File: src/rtl/core/mtd_pkg.sv
// Shared types, character constants and lookup functions for the MIME transfer decoder.
// Used by mtd_front, mtd_back and the top level; depends on nothing else.
package mtd_pkg;

  typedef enum logic [1:0] {
    MODE_COPY = 2'd0,
    MODE_QP   = 2'd1,
    MODE_B64  = 2'd2,
    MODE_OFF  = 2'd3
  } mode_e;

  localparam logic [7:0] EQ_CHAR = 8'h3D;
  localparam logic [7:0] LF_CHAR = 8'h0A;
  localparam logic [7:0] SP_CHAR = 8'h20;
  localparam logic [5:0] B64_PLUS = 6'd62;
  localparam logic [5:0] B64_SLASH = 6'd63;

  // Fixed part of one job handed from the front to the back. The bytes in
  // pre go out first, then any held whitespace, then post.
  typedef struct packed {
    logic [2:0][7:0] pre;
    logic [1:0]      pre_n;
    logic [7:0]      post;
    logic            post_valid;
    logic            last;
  } job_head_t;

  function automatic logic is_space(logic [7:0] c);
    return (c == SP_CHAR) || (c >= 8'h09 && c <= 8'h0D);
  endfunction

  // Non-hex characters count as zero.
  function automatic logic [3:0] hex_value(logic [7:0] c);
    logic [7:0] d;
    d = 8'h00;
    if (c >= 8'h30 && c <= 8'h39) d = c - 8'h30;
    else if (c >= 8'h61 && c <= 8'h66) d = c - 8'h57;
    else if (c >= 8'h41 && c <= 8'h46) d = c - 8'h37;
    return d[3:0];
  endfunction

  // Bit 6 set means the character is not part of the alphabet.
  function automatic logic [6:0] b64_value(logic [7:0] c);
    logic [7:0] d;
    logic       bad;
    d   = 8'h00;
    bad = 1'b0;
    if (c >= 8'h41 && c <= 8'h5A) d = c - 8'h41;
    else if (c >= 8'h61 && c <= 8'h7A) d = c - 8'h47;
    else if (c >= 8'h30 && c <= 8'h39) d = c + 8'h04;
    else if (c == 8'h2B) d = {2'b00, B64_PLUS};
    else if (c == 8'h2F) d = {2'b00, B64_SLASH};
    else bad = 1'b1;
    return {bad, d[5:0]};
  endfunction

endpackage

File: src/rtl/core/mtd_front.sv
// Front part of the MIME transfer decoder: accepts encoded bytes, keeps the
// escape and base64 group state, and turns each byte that yields output or ends a message into a job. Uses mtd_pkg.
module mtd_front #(
  parameter int unsigned SPACE_DEPTH = 8,
  localparam int unsigned CntW  = $clog2(SPACE_DEPTH + 1),
  localparam int unsigned AddrW = (SPACE_DEPTH > 1) ? $clog2(SPACE_DEPTH) : 1
) (
  input  logic                        clk_i,
  input  logic                        rst_ni,
  input  mtd_pkg::mode_e              mode_i,
  input  logic                        in_valid_i,
  output logic                        in_ready_o,
  input  logic [7:0]                  in_byte_i,
  input  logic                        in_last_i,
  input  logic                        queue_full_i,
  output logic                        push_o,
  output mtd_pkg::job_head_t          head_o,
  output logic [SPACE_DEPTH-1:0][7:0] spaces_o,
  output logic [CntW-1:0]             space_n_o
);

  typedef enum logic [1:0] {
    PH_NONE  = 2'd0,
    PH_EQ    = 2'd1,
    PH_DIGIT = 2'd2,
    PH_SPACE = 2'd3
  } phase_e;

  phase_e                      phase_q, phase_d;
  logic [23:0]                 group_bits_q, group_bits_d;
  logic [1:0]                  group_count_q, group_count_d;
  logic [1:0]                  pad_count_q, pad_count_d;
  logic                        pad_done_q, pad_done_d;
  logic [7:0]                  first_q, first_d;
  logic                        second_q, second_d;
  logic [CntW-1:0]             space_cnt_q, space_cnt_d;
  logic [SPACE_DEPTH-1:0][7:0] space_q;

  logic                        accept;
  logic                        store_we;
  logic [6:0]                  b64;
  logic                        is_pad;
  logic [5:0]                  sym;
  logic [1:0]                  pad_nx;
  logic [23:0]                 gb_nx;
  mtd_pkg::job_head_t          head;
  logic [CntW-1:0]             space_n;

  assign in_ready_o = !queue_full_i;
  assign accept     = in_valid_i && in_ready_o;

  always_comb begin
    phase_d       = phase_q;
    group_bits_d  = group_bits_q;
    group_count_d = group_count_q;
    pad_count_d   = pad_count_q;
    pad_done_d    = pad_done_q;
    first_d       = first_q;
    second_d      = second_q;
    space_cnt_d   = space_cnt_q;
    store_we      = 1'b0;
    head          = '0;
    space_n       = '0;
    b64           = mtd_pkg::b64_value(in_byte_i);
    is_pad        = (in_byte_i == mtd_pkg::EQ_CHAR);
    sym           = is_pad ? 6'd0 : b64[5:0];
    pad_nx        = (is_pad && pad_count_q != 2'd3) ? pad_count_q + 2'd1 : pad_count_q;
    gb_nx         = {group_bits_q[17:0], sym};

    unique case (mode_i)
      mtd_pkg::MODE_COPY: begin
        head.pre[0] = in_byte_i;
        head.pre_n  = 2'd1;
      end
      mtd_pkg::MODE_QP: begin
        unique case (phase_q)
          PH_NONE: begin
            if (is_pad) begin
              phase_d = PH_EQ;
            end else begin
              head.pre[0] = in_byte_i;
              head.pre_n  = 2'd1;
            end
          end
          PH_EQ: begin
            if (in_byte_i == mtd_pkg::LF_CHAR) begin
              phase_d = PH_NONE;
            end else if (mtd_pkg::is_space(in_byte_i)) begin
              first_d     = in_byte_i;
              second_d    = 1'b0;
              space_cnt_d = '0;
              phase_d     = PH_SPACE;
            end else begin
              first_d = in_byte_i;
              phase_d = PH_DIGIT;
            end
          end
          PH_DIGIT: begin
            head.pre[0] = {mtd_pkg::hex_value(first_q), mtd_pkg::hex_value(in_byte_i)};
            head.pre_n  = 2'd1;
            second_d    = 1'b0;
            phase_d     = PH_NONE;
          end
          PH_SPACE: begin
            if (in_byte_i == mtd_pkg::LF_CHAR) begin
              second_d    = 1'b0;
              space_cnt_d = '0;
              phase_d     = PH_NONE;
            end else if (mtd_pkg::is_space(in_byte_i)) begin
              if (!second_q) begin
                second_d = 1'b1;
              end else if (space_cnt_q < CntW'(SPACE_DEPTH)) begin
                store_we    = 1'b1;
                space_cnt_d = space_cnt_q + 1'b1;
              end
            end else if (!second_q) begin
              // Leading whitespace counts as a zero digit.
              head.pre[0] = {4'h0, mtd_pkg::hex_value(in_byte_i)};
              head.pre_n  = 2'd1;
              phase_d     = PH_NONE;
            end else begin
              // Two whitespace digits make a zero byte, then the held whitespace
              // goes out literally, then this character unless it opens an escape.
              head.pre[0]     = 8'h00;
              head.pre_n      = 2'd1;
              space_n         = space_cnt_q;
              space_cnt_d     = '0;
              second_d        = 1'b0;
              head.post       = in_byte_i;
              head.post_valid = !is_pad;
              phase_d         = is_pad ? PH_EQ : PH_NONE;
            end
          end
        endcase
      end
      mtd_pkg::MODE_B64: begin
        if (!pad_done_q && (is_pad || !b64[6])) begin
          pad_count_d = pad_nx;
          if (group_count_q == 2'd3) begin
            head.pre[0]   = gb_nx[23:16];
            head.pre[1]   = gb_nx[15:8];
            head.pre[2]   = gb_nx[7:0];
            head.pre_n    = (pad_nx == 2'd0) ? 2'd3 : ((pad_nx == 2'd1) ? 2'd2 : 2'd1);
            group_bits_d  = '0;
            group_count_d = '0;
            if (pad_nx != 2'd0) pad_done_d = 1'b1;
          end else begin
            group_bits_d  = gb_nx;
            group_count_d = group_count_q + 2'd1;
          end
        end
      end
      mtd_pkg::MODE_OFF: begin
      end
    endcase

    head.last = in_last_i;
    if (in_last_i) begin
      phase_d       = PH_NONE;
      group_bits_d  = '0;
      group_count_d = '0;
      pad_count_d   = '0;
      pad_done_d    = 1'b0;
      second_d      = 1'b0;
      space_cnt_d   = '0;
    end
  end

  assign push_o    = accept && (head.pre_n != 2'd0 || space_n != '0 || head.post_valid ||
                                in_last_i);
  assign head_o    = head;
  assign spaces_o  = space_q;
  assign space_n_o = space_n;

  always_ff @(posedge clk_i or negedge rst_ni) begin
    if (!rst_ni) begin
      phase_q       <= PH_NONE;
      group_bits_q  <= '0;
      group_count_q <= '0;
      pad_count_q   <= '0;
      pad_done_q    <= 1'b0;
      first_q       <= '0;
      second_q      <= 1'b0;
      space_cnt_q   <= '0;
    end else if (accept) begin
      phase_q       <= phase_d;
      group_bits_q  <= group_bits_d;
      group_count_q <= group_count_d;
      pad_count_q   <= pad_count_d;
      pad_done_q    <= pad_done_d;
      first_q       <= first_d;
      second_q      <= second_d;
      space_cnt_q   <= space_cnt_d;
    end
  end

  always_ff @(posedge clk_i) begin
    if (accept && store_we) begin
      space_q[space_cnt_q[AddrW-1:0]] <= in_byte_i;
    end
  end

endmodule

File: src/rtl/core/mtd_queue.sv
// Two-entry job queue between the front and the back of the MIME transfer decoder.
// Generic in its entry width; no package dependency.
module mtd_queue #(
  parameter int unsigned WIDTH = 8
) (
  input  logic             clk_i,
  input  logic             rst_ni,
  input  logic             push_i,
  input  logic [WIDTH-1:0] data_i,
  output logic             full_o,
  output logic             valid_o,
  input  logic             pop_i,
  output logic [WIDTH-1:0] data_o
);

  logic [1:0][WIDTH-1:0] mem_q;
  logic                  wr_ptr_q, rd_ptr_q;
  logic [1:0]            count_q;

  assign full_o  = (count_q == 2'd2);
  assign valid_o = (count_q != 2'd0);
  assign data_o  = mem_q[rd_ptr_q];

  always_ff @(posedge clk_i or negedge rst_ni) begin
    if (!rst_ni) begin
      wr_ptr_q <= 1'b0;
      rd_ptr_q <= 1'b0;
      count_q  <= 2'd0;
    end else begin
      if (push_i) wr_ptr_q <= !wr_ptr_q;
      if (pop_i) rd_ptr_q <= !rd_ptr_q;
      if (push_i && !pop_i) count_q <= count_q + 2'd1;
      else if (pop_i && !push_i) count_q <= count_q - 2'd1;
    end
  end

  always_ff @(posedge clk_i) begin
    if (push_i) mem_q[wr_ptr_q] <= data_i;
  end

endmodule

File: src/rtl/core/mtd_back.sv
// Back part of the MIME transfer decoder: walks one job at a time and sends
// its decoded bytes through a registered output stage. Uses mtd_pkg.
module mtd_back #(
  parameter int unsigned SPACE_DEPTH = 8,
  localparam int unsigned CntW  = $clog2(SPACE_DEPTH + 1),
  localparam int unsigned AddrW = (SPACE_DEPTH > 1) ? $clog2(SPACE_DEPTH) : 1,
  localparam int unsigned TotW  = $clog2(SPACE_DEPTH + 5)
) (
  input  logic                        clk_i,
  input  logic                        rst_ni,
  input  logic                        job_valid_i,
  input  mtd_pkg::job_head_t          head_i,
  input  logic [SPACE_DEPTH-1:0][7:0] spaces_i,
  input  logic [CntW-1:0]             space_n_i,
  output logic                        pop_o,
  output logic                        out_valid_o,
  input  logic                        out_ready_i,
  output logic [7:0]                  out_byte_o,
  output logic                        out_byte_valid_o,
  output logic                        out_run_last_o,
  output logic                        out_end_o
);

  logic [TotW-1:0] idx_q;
  logic            out_valid_q;
  logic [7:0]      out_byte_q;
  logic            out_bv_q, out_run_q, out_end_q;

  logic [TotW-1:0] total, pre_n, sp_end, off;
  logic            load, last_res;
  logic [7:0]      sel_byte;

  assign pre_n    = TotW'(head_i.pre_n);
  assign sp_end   = pre_n + TotW'(space_n_i);
  assign total    = sp_end + TotW'(head_i.post_valid);
  assign off      = idx_q - pre_n;
  // A job with no bytes is a bare end-of-message marker: one result.
  assign last_res = (total == '0) || (idx_q == total - 1'b1);
  assign load     = job_valid_i && (!out_valid_q || out_ready_i);
  assign pop_o    = load && last_res;

  always_comb begin
    if (total == '0) sel_byte = 8'h00;
    else if (idx_q < pre_n) sel_byte = head_i.pre[idx_q[1:0]];
    else if (idx_q < sp_end) sel_byte = spaces_i[off[AddrW-1:0]];
    else sel_byte = head_i.post;
  end

  always_ff @(posedge clk_i or negedge rst_ni) begin
    if (!rst_ni) begin
      idx_q       <= '0;
      out_valid_q <= 1'b0;
    end else begin
      if (load) begin
        out_valid_q <= 1'b1;
        idx_q       <= last_res ? '0 : idx_q + 1'b1;
      end else if (out_ready_i) begin
        out_valid_q <= 1'b0;
      end
    end
  end

  always_ff @(posedge clk_i) begin
    if (load) begin
      out_byte_q <= sel_byte;
      out_bv_q   <= (total != '0);
      out_run_q  <= last_res;
      out_end_q  <= last_res && head_i.last;
    end
  end

  assign out_valid_o      = out_valid_q;
  assign out_byte_o       = out_byte_q;
  assign out_byte_valid_o = out_bv_q;
  assign out_run_last_o   = out_run_q;
  assign out_end_o        = out_end_q;

endmodule

File: src/rtl/core/mime_transfer_decoder_unit.sv
// MIME transfer decoder (copy, quoted-printable, base64). The input side takes
// one encoded byte per clock whenever the two-entry job queue between the
// front and back parts has room; the back part sends one decoded word per
// clock while the output is not stalled, so a byte yields up to SPACE_DEPTH + 2
// results when a whitespace-escape closes, and a message end with no data
// yields one bare marker word. The first result of a byte passes through the
// job queue and then the registered output stage.
// decode_mode may only be written while idle.
// Top level; uses mtd_pkg, mtd_front, mtd_queue and mtd_back.
module mime_transfer_decoder_unit #(
  parameter int unsigned SPACE_DEPTH = 8
) (
  input  logic       clk_i,
  input  logic       rst_ni,
  input  logic       cfg_valid_i,
  output logic       cfg_ready_o,
  input  logic [1:0] cfg_data_i,     // decode_mode
  input  logic       s_axis_tvalid,
  output logic       s_axis_tready,
  input  logic [7:0] s_axis_tdata,   // [7:0] in_byte
  input  logic       s_axis_tlast,   // message_end
  output logic       m_axis_tvalid,
  input  logic       m_axis_tready,
  output logic [7:0] m_axis_tdata,   // [7:0] out_byte
  output logic [1:0] m_axis_tuser,   // [0] byte_valid, [1] run_last
  output logic       m_axis_tlast    // end_flag
);

  localparam int unsigned CntW  = $clog2(SPACE_DEPTH + 1);
  localparam int unsigned HeadW = $bits(mtd_pkg::job_head_t);
  localparam int unsigned EntW  = HeadW + SPACE_DEPTH * 8 + CntW;

  mtd_pkg::mode_e              mode_q;
  logic                        push, pop, q_full, q_valid;
  mtd_pkg::job_head_t          f_head, b_head;
  logic [SPACE_DEPTH-1:0][7:0] f_spaces, b_spaces;
  logic [CntW-1:0]             f_space_n, b_space_n;
  logic [EntW-1:0]             q_in, q_out;

  assign cfg_ready_o = 1'b1;

  always_ff @(posedge clk_i or negedge rst_ni) begin
    if (!rst_ni) begin
      mode_q <= mtd_pkg::MODE_COPY;
    end else if (cfg_valid_i) begin
      mode_q <= mtd_pkg::mode_e'(cfg_data_i);
    end
  end

  mtd_front #(.SPACE_DEPTH(SPACE_DEPTH)) u_front (
    .clk_i        (clk_i),
    .rst_ni       (rst_ni),
    .mode_i       (mode_q),
    .in_valid_i   (s_axis_tvalid),
    .in_ready_o   (s_axis_tready),
    .in_byte_i    (s_axis_tdata),
    .in_last_i    (s_axis_tlast),
    .queue_full_i (q_full),
    .push_o       (push),
    .head_o       (f_head),
    .spaces_o     (f_spaces),
    .space_n_o    (f_space_n)
  );

  assign q_in = {f_space_n, f_spaces, f_head};

  mtd_queue #(.WIDTH(EntW)) u_queue (
    .clk_i   (clk_i),
    .rst_ni  (rst_ni),
    .push_i  (push),
    .data_i  (q_in),
    .full_o  (q_full),
    .valid_o (q_valid),
    .pop_i   (pop),
    .data_o  (q_out)
  );

  assign b_head    = q_out[HeadW-1:0];
  assign b_spaces  = q_out[HeadW + SPACE_DEPTH*8 - 1:HeadW];
  assign b_space_n = q_out[EntW-1:HeadW + SPACE_DEPTH*8];

  mtd_back #(.SPACE_DEPTH(SPACE_DEPTH)) u_back (
    .clk_i            (clk_i),
    .rst_ni           (rst_ni),
    .job_valid_i      (q_valid),
    .head_i           (b_head),
    .spaces_i         (b_spaces),
    .space_n_i        (b_space_n),
    .pop_o            (pop),
    .out_valid_o      (m_axis_tvalid),
    .out_ready_i      (m_axis_tready),
    .out_byte_o       (m_axis_tdata),
    .out_byte_valid_o (m_axis_tuser[0]),
    .out_run_last_o   (m_axis_tuser[1]),
    .out_end_o        (m_axis_tlast)
  );

endmodule

File: config.mk
export PLATFORM = sky130hd
export DESIGN_NAME = mime_transfer_decoder_unit
export DESIGN_NICKNAME = d
export VERILOG_FILES = /design/src/rtl/core/mtd_pkg.sv /design/src/rtl/core/mtd_front.sv /design/src/rtl/core/mtd_queue.sv /design/src/rtl/core/mtd_back.sv /design/src/rtl/core/mime_transfer_decoder_unit.sv
export SDC_FILE = /design/constraint.sdc
export NUM_CORES = 1
export LEC_CHECK = 0
export ABC_AREA = 0
export BUFFER_PORTS_ARGS = -buffer_cell sky130_fd_sc_hd__clkbuf_2
export CAP_MARGIN = 20
export CORE_MARGIN = 4
export CORE_UTILIZATION = 45
export DETAILED_ROUTE_END_ITERATION = 12
export MAX_ROUTING_LAYER = met4
export SLEW_MARGIN = 40
export SYNTH_ARGS = -nofsm -noshare
export SYNTH_HDL_FRONTEND = slang
export SYNTH_HIERARCHICAL = 1
export SYNTH_SLANG_ARGS = --single-unit
File: constraint.sdc
create_clock -name clk_i -period 7.8 [get_ports clk_i]
set_input_delay 2.34 -clock clk_i [delete_from_list [all_inputs] [get_ports clk_i]]
set_output_delay 2.34 -clock clk_i [all_outputs]
set_load 0.01 [all_outputs]
==> metrics.txt <==
status=finished, final reports clean; number of fill cells=2873; max-capacitance violation count=0; proportion of register bits with asynchronous set or reset after synthesis=0.1476; arrival time at the worst endpoint=6.26 ns; flop and latch count out of synthesis=332; clock buffer count from CTS=37; clock insertion delay at the later pin of the skew report=0.54 ns; count of nets after finishing=1112; post-DR vias/cell=5.572; overflow left after global routing=0; endpoints failing setup=0; setup repair after global routing missed its margin=false; layout cells sized above 1=0.2466; fraction of power spent switching nets=0.3298; Detailed Route WL=32500 µm; part of the Yosys area used for sequential elements=0.6365; half-perimeter wire length after placement=21280 µm; number of distinct library cell variants in the gate-level netlist after synthesis=91; shortest clock period the worst path allows after layout=6.043 ns; number of synthesized flops with an enable pin=283; final hold viol count=0; number of ports placed on the die boundary=30; H-Tree Level Count=2; commonest cells after routing, fill and taps aside=sky130_fd_sc_hd__edfxtp_1 (283), sky130_fd_sc_hd__nand2_1 (95), sky130_fd_sc_hd__mux2_2 (62); maximum number of pins on one net before global-route repair=81; Slowest cell on crit path=sky130_fd_sc_hd__and2_4; internal power=0.004318 W; Power Density=377.5 nW/µm²; diode insertion count for antenna repair=0; Row Count=67; CTS tree=done; post-route standard cell area excluding fillers=17060 µm²; setup total negative slack=0 ns; class of the most critical setup path=in -> reg; clk buf depth=3; Net Count, Synth=1081; initial antenna violation count=1; Mean Syn Cell Area=14.75 µm²; initial cell density of the core=0.4556; crit start category=primary input; y dimension of the die=192.3 µm; # port buffers=28; number of sinks driven by the clock tree=332; final worst-path cycle share=0.7747; fraction of synthesized area in multiplexers=0.1289; area fraction in compound gates after synthesis=0.08206; core region area=33530 µm²; largest area contributor in the netlist=sky130_fd_sc_hd__edfxtp_1; cell type with the highest occurrence count on the critical path=sky130_fd_sc_hd__buf_4; Post-CTS Setup Inserts=0; clock transition at the registers of the reported paths=0.06 ns; cells taking the most area after synthesis=sky130_fd_sc_hd__edfxtp_1 (56%), sky130_fd_sc_hd__dfrtp_1 (8.0%), sky130_fd_sc_hd__mux2_4 (4.9%); Horiz. Die Dim=192.3 µm; combinational group share of total power=0.358; parity-gate share of the synthesized area counting xor and xnor cells=0.01351; dominant register cell in the synthesized netlist=sky130_fd_sc_hd__edfxtp_1; highest achievable clock rate=0.1655 GHz; peak fanout along the critical path=41; Critical Path Sink Type=register; post-route ant nets=0; Leak=6.066 nW; part of the total power dissipated in sequential elements=0.380; number of instances in the synthesized netlist=1036; first-pass GRT wire length=50470 µm; cell at the root of the clock tree=sky130_fd_sc_hd__clkbuf_16; highest cell delay on the worst timing path=0.60 ns; final weighted congestion in routability-driven placement=0.8783; post-detailed-route wirelength per cell=21.06 µm; Critical Path RT=8.02 ns; post-cts hold buffer count=0; synthesized cell area=15280 µm²; yosys warns=6; Resized cells post-CTS=0; router iterations before antenna repair=7; relative contribution of the clock network to total power=0.262; full die area=36960 µm²; normalized max-slew margin=0.4714; share of synthesized cell area in and, or, nand and nor gates=0.08427; worst setup skew after layout=0.02250 ns; worst hold-check slack=0.4313 ns; Slew @ Worst Pin=0.7929 ns; VDD IR-drop max=0.0002033 V; most common cell after layout, fill and taps aside=sky130_fd_sc_hd__edfxtp_1; P_sw=0.002124 W; DRC violations left=0; dpl cell area=15860 µm²; DRC marker count from the first detailed-route iteration=626; number of global-route vias before repair=8466; overall fraction of global-route tracks in use=0.1842; layout overhead on the synthesized area=11.69%; power after layout=0.006442 W; fraction of post-synthesis cell area in the top cell type by area=0.5562; critical-path cell list=clkbuf_2 > inv_1 > ha_1 > nor2b_1 > o21ai_0 > a22oi_1 > a31oi_1 > buf_4 > o21a_1 > o31a_1 > and2_4 > buf_4; adder and majority cell fraction of the synthesized area=0.02490; final max-slew violation count=0; combinational family with the most area after synthesis=multiplexers; via count of the routed design=8597; path type of the worst min-delay path=reg -> reg
flip-flops by register name (all words and copies together), names as in the netlist, 4 cells and up:
register / cells
u_front/first_q: 8
u_front/space_cnt_q: 4
u_queue/mem_q: 208
u_front/spaces_o: 64
u_front/group_bits_q: 18
u_back/out_byte_o: 8
u_back/idx_q: 4
kinds of logic (layout without fill, tap and decap cells):
logic type / Yosys count / in the layout
AOI/OAI and AO/OA: 179 / 179
xor gates and xnor gates: 22 / 22
adders and majority gates: 30 / 30
buffers and inverters: 81 / 140
DFF: 332 / 332
muxes: 144 / 144
other: 1 / 1
and+or+nand+nor: 247 / 247
cells in the mapped netlist (all sizes together), types with 14 or more instances:
library cell	count
o21ai	50
and2	27
clkbuf	27
dfrtp	49
a21oi	34
o211ai	14
buf	28
nor2	33
mux2i	16
nand2	95
ha	28
edfxtp	283
mux2	112
mux4	16
nor3	15
inv	26
critical path, delay by kind of cell:
kind,cells,cell delay (ns)
fa+ha+maj,1,0.33
buf+inv,4,1.26
compound gates,5,1.52
simple gates,2,0.77
cell type report:
class | instances | area [µm²] | area share
clock inverters | 18 | 200.2 | 0.01173
clock buffers | 49 | 991.0 | 0.05807
well taps | 448 | 560.5 | 0.03285
repair buffers | 47 | 336.6 | 0.01972
multi-input cells | 623 | 5150 | 0.3018
inverters | 26 | 97.59 | 0.005719
flip-flops and latches | 332 | 9728 | 0.5701
per-stage QoR:
| stage | setup slack [ns] | cells | utilization |
|---|---|---|---|
| detailed placement | 1.236 | 1476 | 0.4730 |
| floorplan | 0.2032 | 1036 | - |
| finish | 1.757 | 1543 | 0.5089 |
| global placement | 1.299 | 1475 | 0.4715 |
| global route | 1.443 | 1543 | 0.5089 |
| CTS | 1.776 | 1543 | 0.5085 |
power groups by stage:
stage,sequential (W),clock [W],combinational [W]
after detailed placement,0.00249,0,0.00234
final,0.00245,0.00169,0.00231
after floorplan,0.00242,0,0.00179
after global placement,0.00251,0,0.00229
after CTS,0.00245,0.00173,0.00235
after global routing,0.00248,0.00182,0.00250
path summary, 6_finish.rpt:
check | endpoint | from | cells after the start | slack, ns
worst min register to register | u_queue/mem_q[45] | u_front/spaces_o[9] | 0 | 0.43
worst max-delay path | u_queue/mem_q[146] | s_axis_tdata[1] | 12 | 1.76
min in group asynchronous | u_front/group_bits_q[9] | rst_ni | 2 | 1.93
worst min-delay path | u_queue/mem_q[45] | u_front/spaces_o[9] | 0 | 0.43
worst max register to register | u_queue/count_q[1] | u_queue/rd_ptr_q | 20 | 2.47
max in group asynchronous | u_queue/rd_ptr_q | rst_ni | 2 | 5.34
routing by layer:
metal,part of all wire,track usage,vias up
li1,-,-,4013
met1,0.46,0.2556,4319
met2,0.48,0.2883,212
met3,0.042,0.02605,53
met4,0.021,0.05129,0
met5,0,-,-
Note: power is estimated with default switching activity, not from simulation.
